--- config.mk ---
export PLATFORM = sky130hd
export DESIGN_NAME = three_frame_motion_counter
export DESIGN_NICKNAME = d
export VERILOG_FILES = /design/src/hdl/tfmc_pkg.sv /design/src/hdl/tfmc_front.sv /design/src/hdl/tfmc_queue.sv /design/src/hdl/tfmc_back.sv /design/src/hdl/three_frame_motion_counter.sv
export SDC_FILE = /design/constraint.sdc
export NUM_CORES = 2
export LEC_CHECK = 0
export ABC_AREA = 0
export BUFFER_PORTS_ARGS = -buffer_cell sky130_fd_sc_hd__clkbuf_2
export CAP_MARGIN = 20
export CORE_UTILIZATION = 65
export CTS_CLUSTER_DIAMETER = 80
export DETAILED_ROUTE_END_ITERATION = 6
export PLACE_DENSITY_LB_ADDON = 0.1
export SLEW_MARGIN = 10
export SYNTH_ARGS = -nofsm -noshare
export SYNTH_HDL_FRONTEND = slang
export SYNTH_SLANG_ARGS = --single-unit
--- constraint.sdc ---
create_clock -name clk_i -period 16.7 [get_ports clk_i]
set_clock_uncertainty 0.15 [all_clocks]
set_input_delay 1.67 -clock clk_i [delete_from_list [all_inputs] [get_ports clk_i]]
set_output_delay 1.67 -clock clk_i [all_outputs]
set_load 0.005 [all_outputs]
--- src/hdl/tfmc_pkg.sv ---
// shared types, constants and helpers of the three-frame motion counter
`default_nettype none

package tfmc_pkg;

  localparam int unsigned LanesDefault          = 8;
  localparam int unsigned MaxFramePixelsDefault = 131072;

  localparam int unsigned PixW      = 8;
  localparam int unsigned FieldW    = 64;
  localparam int unsigned LaneCntW  = 4;
  localparam int unsigned InDataW   = 264;
  localparam int unsigned OutCountW = 18;
  localparam int unsigned OutDataW  = 40;
  localparam int unsigned ThrW      = 8;
  localparam int unsigned RatioW    = 17;
  localparam int unsigned Q16Frac   = 16;
  localparam int unsigned CfgIdxW   = 1;
  localparam int unsigned CfgDataW  = 17;
  localparam int unsigned QueueDepth = 4;
  localparam int unsigned QPtrW     = 2;

  localparam logic [RatioW-1:0] Q16One     = 17'h10000;
  localparam logic [ThrW-1:0]   ThrReset   = 8'd0;
  localparam logic [RatioW-1:0] RatioReset = 17'd655;

  typedef enum logic [CfgIdxW-1:0] {
    RegDiffThreshold = 1'b0,
    RegTriggerRatio  = 1'b1
  } cfg_reg_e;

  // classified item passed from front to back
  typedef struct packed {
    logic [LaneCntW-1:0] hits;
    logic [LaneCntW-1:0] lanes;
    logic                last;
  } tfmc_cls_t;

  function automatic logic [PixW-1:0] abs_diff(input logic [PixW-1:0] a,
                                               input logic [PixW-1:0] b);
    return (a > b) ? (a - b) : (b - a);
  endfunction

endpackage

`default_nettype wire

--- src/hdl/tfmc_front.sv ---
// front end: accepts pixel items and reduces each to a hit count and lane count
`default_nettype none

module tfmc_front import tfmc_pkg::*; #(
  parameter int unsigned LANES = LanesDefault
) (
  input  logic                s_valid_i,
  output logic                s_ready_o,
  input  logic [FieldW-1:0]   oldest_i,
  input  logic [FieldW-1:0]   middle_i,
  input  logic [FieldW-1:0]   newest_i,
  input  logic [FieldW-1:0]   roi_i,
  input  logic [LaneCntW-1:0] valid_lanes_i,
  input  logic                last_i,
  input  logic [ThrW-1:0]     thr_i,
  input  logic                q_full_i,
  output logic                push_o,
  output tfmc_cls_t           cls_o
);

  localparam logic [LaneCntW-1:0] LanesC = LaneCntW'(LANES);

  logic [LaneCntW-1:0] lanes_eff;
  logic [LANES-1:0]    hit_vec;
  logic [LaneCntW-1:0] hits;

  assign lanes_eff = (valid_lanes_i > LanesC) ? LanesC : valid_lanes_i;

  for (genvar i = 0; i < LANES; i++) begin : g_lane
    logic [PixW-1:0] a, b, c, m, d10, d21, dmin;
    assign a    = oldest_i[i*PixW +: PixW];
    assign b    = middle_i[i*PixW +: PixW];
    assign c    = newest_i[i*PixW +: PixW];
    assign m    = roi_i[i*PixW +: PixW];
    assign d10  = abs_diff(b, a);
    assign d21  = abs_diff(c, b);
    assign dmin = (d10 < d21) ? d10 : d21;
    assign hit_vec[i] = (LaneCntW'(i) < lanes_eff) && (m != '0) && (dmin > thr_i);
  end

  always_comb begin
    hits = '0;
    for (int i = 0; i < LANES; i++) begin
      hits = hits + LaneCntW'(hit_vec[i]);
    end
  end

  assign s_ready_o   = !q_full_i;
  assign push_o      = s_valid_i && !q_full_i;
  assign cls_o.hits  = hits;
  assign cls_o.lanes = lanes_eff;
  assign cls_o.last  = last_i;

endmodule

`default_nettype wire

--- src/hdl/tfmc_queue.sv ---
// small fifo of classified items between front and back
`default_nettype none

module tfmc_queue import tfmc_pkg::*; (
  input  logic      clk_i,
  input  logic      rst_ni,
  input  logic      push_i,
  input  tfmc_cls_t data_i,
  output logic      full_o,
  output logic      valid_o,
  input  logic      pop_i,
  output tfmc_cls_t data_o
);

  tfmc_cls_t        mem [QueueDepth];
  logic [QPtrW-1:0] wr_q, wr_d, rd_q, rd_d;
  logic [QPtrW:0]   cnt_q, cnt_d;

  assign full_o  = (cnt_q == (QPtrW+1)'(QueueDepth));
  assign valid_o = (cnt_q != '0);
  assign data_o  = mem[rd_q];

  always_comb begin
    wr_d  = push_i ? wr_q + 1'b1 : wr_q;
    rd_d  = pop_i  ? rd_q + 1'b1 : rd_q;
    cnt_d = cnt_q + (QPtrW+1)'(push_i) - (QPtrW+1)'(pop_i);
  end

  always_ff @(posedge clk_i) begin
    if (push_i) begin
      mem[wr_q] <= data_i;
    end
  end

  always_ff @(posedge clk_i or negedge rst_ni) begin
    if (!rst_ni) begin
      wr_q  <= '0;
      rd_q  <= '0;
      cnt_q <= '0;
    end else begin
      wr_q  <= wr_d;
      rd_q  <= rd_d;
      cnt_q <= cnt_d;
    end
  end

endmodule

`default_nettype wire

--- src/hdl/tfmc_back.sv ---
// back end: frame accumulation, ratio test and output register
`default_nettype none

module tfmc_back import tfmc_pkg::*; #(
  parameter int unsigned MAX_FRAME_PIXELS = MaxFramePixelsDefault
) (
  input  logic                clk_i,
  input  logic                rst_ni,
  input  logic                q_valid_i,
  input  tfmc_cls_t           q_data_i,
  output logic                q_pop_o,
  input  logic [RatioW-1:0]   ratio_i,
  output logic                m_valid_o,
  input  logic                m_ready_i,
  output logic [OutDataW-1:0] m_data_o
);

  localparam int unsigned CntW  = $clog2(MAX_FRAME_PIXELS + 1);
  localparam int unsigned ProdW = CntW + RatioW;
  localparam int unsigned PadW  = OutDataW - 2*OutCountW - 1;
  localparam logic [CntW-1:0] MaxC = CntW'(MAX_FRAME_PIXELS);

  function automatic logic [CntW-1:0] sat_add(input logic [CntW-1:0]     acc,
                                              input logic [LaneCntW-1:0] inc);
    logic [CntW:0] sum;
    sum = {1'b0, acc} + (CntW+1)'(inc);
    return (sum > {1'b0, MaxC}) ? MaxC : sum[CntW-1:0];
  endfunction

  logic [CntW-1:0] chg_q, chg_d, pix_q, pix_d, chg_sum, pix_sum;
  logic            fin_valid_q;
  logic [CntW-1:0] fin_chg_q, fin_pix_q;
  logic            mul_valid_q;
  logic [CntW-1:0] mul_chg_q, mul_pix_q;
  logic [ProdW-1:0] prod_q, prod_d;
  logic            out_valid_q;
  logic [OutDataW-1:0] out_data_q, out_data_d;
  logic [RatioW-1:0] ratio_sat;
  logic [ProdW-1:0] lhs;
  logic            motion;
  logic            out_rdy, mul_rdy, fin_rdy, pop, fin_load;

  // ready chain through the result stages
  assign out_rdy  = !out_valid_q || m_ready_i;
  assign mul_rdy  = !mul_valid_q || out_rdy;
  assign fin_rdy  = !fin_valid_q || mul_rdy;
  // running items never wait; only a frame end needs a free result slot
  assign pop      = q_valid_i && (!q_data_i.last || fin_rdy);
  assign fin_load = pop && q_data_i.last;
  assign q_pop_o  = pop;

  assign chg_sum = sat_add(chg_q, q_data_i.hits);
  assign pix_sum = sat_add(pix_q, q_data_i.lanes);

  always_comb begin
    chg_d = chg_q;
    pix_d = pix_q;
    if (pop) begin
      chg_d = q_data_i.last ? '0 : chg_sum;
      pix_d = q_data_i.last ? '0 : pix_sum;
    end
  end

  assign ratio_sat = (ratio_i > Q16One) ? Q16One : ratio_i;
  assign prod_d    = ProdW'(ratio_sat) * ProdW'(fin_pix_q);
  assign lhs       = ProdW'({mul_chg_q, {Q16Frac{1'b0}}});
  assign motion    = (lhs >= prod_q);
  assign out_data_d = {{PadW{1'b0}}, motion, OutCountW'(mul_pix_q), OutCountW'(mul_chg_q)};

  always_ff @(posedge clk_i or negedge rst_ni) begin
    if (!rst_ni) begin
      chg_q       <= '0;
      pix_q       <= '0;
      fin_valid_q <= 1'b0;
      mul_valid_q <= 1'b0;
      out_valid_q <= 1'b0;
    end else begin
      chg_q <= chg_d;
      pix_q <= pix_d;
      if (fin_rdy) begin
        fin_valid_q <= fin_load;
      end
      if (mul_rdy) begin
        mul_valid_q <= fin_valid_q;
      end
      if (out_rdy) begin
        out_valid_q <= mul_valid_q;
      end
    end
  end

  always_ff @(posedge clk_i) begin
    if (fin_rdy && fin_load) begin
      fin_chg_q <= chg_sum;
      fin_pix_q <= pix_sum;
    end
    if (mul_rdy && fin_valid_q) begin
      mul_chg_q <= fin_chg_q;
      mul_pix_q <= fin_pix_q;
      prod_q    <= prod_d;
    end
    if (out_rdy && mul_valid_q) begin
      out_data_q <= out_data_d;
    end
  end

  assign m_valid_o = out_valid_q;
  assign m_data_o  = out_data_q;

endmodule

`default_nettype wire

--- src/hdl/three_frame_motion_counter.sv ---
// top level of the three-frame difference motion counter
`default_nettype none

// Takes one item of up to LANES co-located pixels from three frames every clock
// and counts pixels whose ROI byte is nonzero and whose smaller frame difference
// exceeds diff_threshold. The front classifies each item in the cycle it is
// accepted and writes it into a four-entry queue; the back pops one queued item
// per clock into the saturating frame counters. The item marked with tlast
// yields one result (changed count, frame pixels, motion flag) after it leaves
// the queue, through a count stage, a multiply stage for the ratio test and
// the output register. Items without tlast produce nothing.
// Sustained rate is one item per clock as long as m_axis_tready keeps up with
// the frame results; s_axis_tready drops only when the queue is full.
module three_frame_motion_counter import tfmc_pkg::*; #(
  parameter int unsigned LANES            = LanesDefault,
  parameter int unsigned MAX_FRAME_PIXELS = MaxFramePixelsDefault
) (
  input  logic                clk_i,
  input  logic                rst_ni,
  input  logic                s_axis_tvalid,
  output logic                s_axis_tready,
  // oldest_pixels, middle_pixels, newest_pixels, roi_bytes, valid_lanes, zero pad
  input  logic [InDataW-1:0]  s_axis_tdata,
  input  logic                s_axis_tlast,
  output logic                m_axis_tvalid,
  input  logic                m_axis_tready,
  // changed_count, frame_pixels, motion_detected, zero pad
  output logic [OutDataW-1:0] m_axis_tdata,
  input  logic                cfg_we_i,
  input  logic [CfgIdxW-1:0]  cfg_idx_i,
  input  logic [CfgDataW-1:0] cfg_data_i
);

  logic [ThrW-1:0]   thr_q, thr_d;
  logic [RatioW-1:0] ratio_q, ratio_d;
  logic              push, q_full, q_valid, q_pop;
  tfmc_cls_t         cls_in, cls_out;

  always_comb begin
    thr_d   = thr_q;
    ratio_d = ratio_q;
    if (cfg_we_i) begin
      unique case (cfg_reg_e'(cfg_idx_i))
        RegDiffThreshold: thr_d   = cfg_data_i[ThrW-1:0];
        RegTriggerRatio:  ratio_d = cfg_data_i[RatioW-1:0];
        default: ;
      endcase
    end
  end

  always_ff @(posedge clk_i or negedge rst_ni) begin
    if (!rst_ni) begin
      thr_q   <= ThrReset;
      ratio_q <= RatioReset;
    end else begin
      thr_q   <= thr_d;
      ratio_q <= ratio_d;
    end
  end

  tfmc_front #(
    .LANES(LANES)
  ) u_front (
    .s_valid_i    (s_axis_tvalid),
    .s_ready_o    (s_axis_tready),
    .oldest_i     (s_axis_tdata[FieldW-1:0]),
    .middle_i     (s_axis_tdata[2*FieldW-1:FieldW]),
    .newest_i     (s_axis_tdata[3*FieldW-1:2*FieldW]),
    .roi_i        (s_axis_tdata[4*FieldW-1:3*FieldW]),
    .valid_lanes_i(s_axis_tdata[4*FieldW +: LaneCntW]),
    .last_i       (s_axis_tlast),
    .thr_i        (thr_q),
    .q_full_i     (q_full),
    .push_o       (push),
    .cls_o        (cls_in)
  );

  tfmc_queue u_queue (
    .clk_i  (clk_i),
    .rst_ni (rst_ni),
    .push_i (push),
    .data_i (cls_in),
    .full_o (q_full),
    .valid_o(q_valid),
    .pop_i  (q_pop),
    .data_o (cls_out)
  );

  tfmc_back #(
    .MAX_FRAME_PIXELS(MAX_FRAME_PIXELS)
  ) u_back (
    .clk_i    (clk_i),
    .rst_ni   (rst_ni),
    .q_valid_i(q_valid),
    .q_data_i (cls_out),
    .q_pop_o  (q_pop),
    .ratio_i  (ratio_q),
    .m_valid_o(m_axis_tvalid),
    .m_ready_i(m_axis_tready),
    .m_data_o (m_axis_tdata)
  );

endmodule

`default_nettype wire
After elaboration in Yosys (flattened, before gate mapping)
Memory sizes are Yosys's and may differ from the RTL's.
Index checks and enable logic that the tools add are counted.
{ "totals": {"ff_bits": 215, "ramBits": 36, "in_bits": 288, "out_inout_bits": 42, "wordCells": 184, "mem_count": 1} }
{ "memory_table": {"columns": ["memory", "words", "width", "rd", "rd_clocked_by_memory_dff", "write_ports", "line", "rtl"], "rows": [
  ["u_queue.mem", 4, 9, 1, 0, 1, "tfmc_queue.sv:15", "tfmc_cls_t mem [QueueDepth];"]
]} }
{ "classes": {"add_sub_neg": 45, "mul": 1, "magnitude_cmp": 45, "eq_ne": 1, "muxes": 32, "bitwise_logic": 1, "reduce_logical": 42} }
{ "op_table": {"columns": ["cell", "count"], "rows": [
  ["$sub 8x8->8", 32],
  ["$gt 8x8->1", 24],
  ["$mux 8", 24],
  ["$mux 18", 4],
  ["$lt 8x8->1", 8],
  ["$reduce_bool 8->1", 8],
  ["$add 18x4->19", 2],
  ["$gt 19x18->1 const B", 2],
  ["$ge 34x35->1", 1],
  ["$mul 17x18->35", 1],
  ["$add 4x1->4", 6],
  ["$logic_and 1x1->1", 22],
  ["$gt 17x17->1 const B", 1],
  ["$mux 17", 1],
  ["$lt 3x4->1 const A", 4],
  ["$lt 1x4->1 const A", 2],
  ["$lt 2x4->1 const A", 2],
  ["$logic_not 1->1", 5],
  ["$add 2x1->2 const B", 2],
  ["$gt 4x4->1 const B", 1],
  ["$logic_or 1x1->1", 4],
  ["$mux 4", 1],
  ["$reduce_and 2->1", 2],
  ["$add 3x1->3", 1],
  ["6 further kinds", 7]
]} }

Logic depth before layout (Yosys ltp)
{ "logic_depth": {"depth_word": 13, "depth_mapped": 38, "depth_no_buf": 38} }

By module
Synthesis repeated with hierarchy kept, for this count alone.
{ "hier_totals": {"hier_cells": 3699, "area_unflattened_um2": 34886.0} }
{ "by_module_without_submodules": {"columns": ["module", "n_inst", "cells_per_inst", "area_per_inst_um2", "seq_area_each_um2"], "rows": [
  ["tfmc_back", 1, 1801, 18227.5, 5300.1],
  ["tfmc_front", 1, 1763, 14026.0, 0.0],
  ["tfmc_queue", 1, 81, 1690.4, 1256.2],
  ["three_frame_motion_counter", 1, 54, 942.2, 633.1]
]} }

Least setup slack after synthesis
Ideal clock, no wire load.
{ "synth_timing": {"kind": "input port to flip-flop", "startpoint": "input port s_axis_tdata[72]", "endpoint": "memory u_queue.mem[0][7] in the netlist's numbering (data pin)", "setup_time_ns": 0.272, "t_arrival_ns": 8.968, "required_ns": 16.278, "setup_slack_ns": 7.311, "path_stages": 35, "n_path_buf": 0, "path_cell_list": "inv_1 ha_1 inv_1 fa_1 a21o_1 a21oi_1 o221ai_1 nand2_1 mux2_2 o311ai_1 a21oi_1 xnor2_1 inv_1 ha_1 nand2_1 o21ai_1 mux2_2 ha_1 o21a_1 o21a_1 o21a_1 o21a_1 o21ai_0 nand2b_1 a21oi_1 a211oi_1 ha_1 inv_1 fa_1 inv_1 fa_1 inv_1 fa_1 fa_1 xnor2_1"} }
{ "synth_rtl": {"columns": ["element", "line", "rtl"], "rows": [
  ["start: declaration", "three_frame_motion_counter.sv:23", "input logic [InDataW-1:0] s_axis_tdata,"],
  ["end: declaration", "tfmc_queue.sv:15", null]
]} }

==> qor.txt <==
Count leader, synth = inv_1
Critical path startpoint = s_axis_tdata[72]
R2R Setup Slk = 7710 ps
FP Rows = 83
Deepest clock path buffer count = 3
Routed via count = 27.1k
Effective utilization at floorplan = 66.2%
Top Family by Delay on Critical Path = adder cells
Hold Startpoint = u_back.mul_pix_q[9]$_DFFE_PP_
Iter 0 DRT Violations = 1443
Global placer's final weighted congestion = 0.948
Post-DRT Antenna Nets = 0
Critical path class = in2reg
EDFF count, synth = 180
GRT Total Usage = 31.7%
Yosys top cell area share = 18.4%
# Post-CTS Setup Buffers = 0
Crit path max fanout = 8
Drt wl/cell = 17.7 um
GRT Residual Overflow = 0
RR Endpoint = u_back.prod_q[34]$_DFFE_PP_
Clock Tree Root = clkbuf_16
Clock transition at path regs = 60 ps
Resized cells post-CTS = 0
Placement Cell Area = 36500 sq um
Worst-Margin Slew = 1130 ps
Die X = 231 um
Unique masters post-synth = 90
Vias per Instance = 5.73
Power Total = 0.00864 W
Max Clock Freq = 102 MHz
Port buffer count = 322
Initial antenna violation count = 12
Worst r2r src = ratio_q[4]$_DFFE_PN0P_
Fin crit share = 58.8%
RSZ-0062 raised after global routing = no
Main flop type after synthesis = edfxtp_1
Delay of the slowest cell on the worst path = 580 ps
Hold violation count in the final report = 0
Largest net degree at the start of global routing = 72
Post-synthesis cell area = 34200 sq um
Critical Path Start Type = input port
Status = finished, final reports clean
Setup slack after placement = 6320 ps
Core area = 51600 sq um
CTS buffer count = 27
CP Data Required Time = 16900 ps
Power Dens Cells = 230 nW/um^2
Fillers = 4062
# clock sinks = 251
Final WL = 83600 um
Final Instance Area = 37500 sq um
CTS tree = yes
Post-synth top area cell = ha_1
Mapped Cells = 3743
CP arrival = 10030 ps
Clk_lat worst skew = 580 ps
Buffers & Inverters on Critical Path = 7
Hold Path Class = reg2reg
DRT Pass-1 Iters = 6
First-pass GRT wire length = 136000 um
CP Capture Point = u_queue.mem[2][7]$_DFFE_PP_
Synth Register Bits = 251
Detail Placement HPWL = 67600 um
Final #Nets = 5097
Max H-tree Level = 1
Setup Total Neg Slack = 0 ps
Fraction of registers with async set/reset = 28.3%
Relative slew slack = 24.4%
Pins over their slew limit = 0
Seq/Total Area, Yosys = 21.0%
Crit path depth = 37
Ports = 330
Avg Inst Size Synth = 9.13 sq um
Max_cap viols = 0
Commonest cells post-synth = 719 x inv_1, 504 x ha_1, 356 x nand2_1
Synth top area cells = ha_1 18%, fa_1 16%, edfxtp_1 16%, inv_1 7.9%, dfrtp_1 4.8%
Worst IR Drop VDD = 0.446 mV
Setup WS post-layout = 6870 ps
Crit path max-delay cell type = o21ai_1
Vias in the first global route = 27.3k
Most used cell, CP = inv_1
Setup crit end kind = register
Number of synthesis warnings = 0
Final min period = 9830 ps
Die H = 231 um
Leak = 19.2 nW
Layout cells sized above 1 = 13.2%
Hold_buf cts = 0
DRC viols = 0
Die area = 53500 sq um
R2R depth = 23
Final setup viols = 0
Syn-to-layout area delta = 9.70%
-- sequential cells by signal (all words and copies together) (netlist names) --
register	cells
u_queue.rd_q	2
u_back.fin_pix_q	18
u_back.m_valid_o	1
u_back.fin_valid_q	1
ratio_q	17
u_queue.cnt_q	3
thr_q	8
u_back.m_data_o	37
u_back.mul_pix_q	18
u_back.fin_chg_q	18
u_back.mul_valid_q	1
u_back.chg_q	18
u_back.mul_chg_q	18
u_queue.mem	36
u_queue.wr_q	2
u_back.prod_q	35
u_back.pix_q	18
-- per-layer routing --
layer  routed length (um)  global-route usage, %  vias to the layer above
met1                34700                   39.9                    12900
met4                 2970                   10.9                       20
met2                40100                   54.8                      876
met3                 5680                   5.33                      195
met5                  129                      0                        -
li1                     -                      -                    13100
-- placed cells by master (no fill, tap or decap), types with 27 or more instances in the layout --
cell type and instances:
inv_1 719, ha_1 504, nand2_1 356, clkbuf_2 321, fa_1 278, a21oi_1 188
edfxtp_1 180, mux2i_1 123, xnor2_1 119, o21ai_0 119, nor2_1 115, nand3_1 86
and2_1 81, a21o_1 73, mux2_2 68, dfrtp_1 65, nand4_1 49, nor2b_1 47
buf_4 37, nand2b_1 36, and3_1 35, xor2_1 34, nor4_1 27, o21a_1 27
clkbuf_16 27
-- worst min path at each step --
| stage | to | depth (start not counted) | slack, ps |
|---|---|---|---|
| after global routing | u_back.m_data_o[33]$_DFFE_PP_ | 0 | 270 |
| after detailed placement | u_back.m_data_o[27]$_DFFE_PP_ | 0 | 250 |
| after global placement | u_back.m_data_o[35]$_DFFE_PP_ | 0 | 250 |
| after floorplan | u_back.m_data_o[18]$_DFFE_PP_ | 0 | 250 |
| final | u_back.m_data_o[27]$_DFFE_PP_ | 0 | 270 |
| after CTS | u_back.m_data_o[30]$_DFFE_PP_ | 0 | 270 |
-- area by class of cell --
class | instances | area [sq um] | area share (%)
clock inverters | 17 | 239 | 0.637
repair buffers | 360 | 1930 | 5.15
well taps | 680 | 851 | 2.27
multi-input cells | 2667 | 23900 | 63.7
diodes | 2 | 5.00 | 0.0133
inverters | 720 | 2700 | 7.21
clock buffers | 33 | 698 | 1.86
flip-flops and latches | 251 | 7190 | 19.2
-- metrics by stage --
| stage | std cells | utilization, % | hold slack [ps] |
|---|---|---|---|
| after global placement | 4676 | 70.7 | 250 |
| final | 4730 | 72.7 | 266 |
| after floorplan | 3745 | - | 250 |
| after global routing | 4729 | 72.7 | 272 |
| after detailed placement | 4676 | 70.7 | 255 |
| after CTS | 4726 | 72.6 | 267 |
-- power by group --
group	total [W]	internal, W	switching [W]
logic	0.00659	0.00273	0.00386
registers	0.00141	0.00127	0.000144
clock network	0.000636	0.000368	0.000268
-- cells by family (layout without fill, tap and decap cells) --
kind of cell / count (synthesis) / after routing / share of synthesized area [%]
adders and majority gates: 782 / 782 / 34.7
xor gates and xnor gates: 153 / 153 / 3.92
DFF: 251 / 251 / 21.0
and+or+nand+nor: 915 / 915 / 13.1
buffers and inverters: 827 / 1130 / 9.19
AOI/OAI and AO/OA: 613 / 613 / 11.6
muxes: 201 / 201 / 6.47
other: 1 / 5 / 0.0110
(Power assumes the default switching activity.)
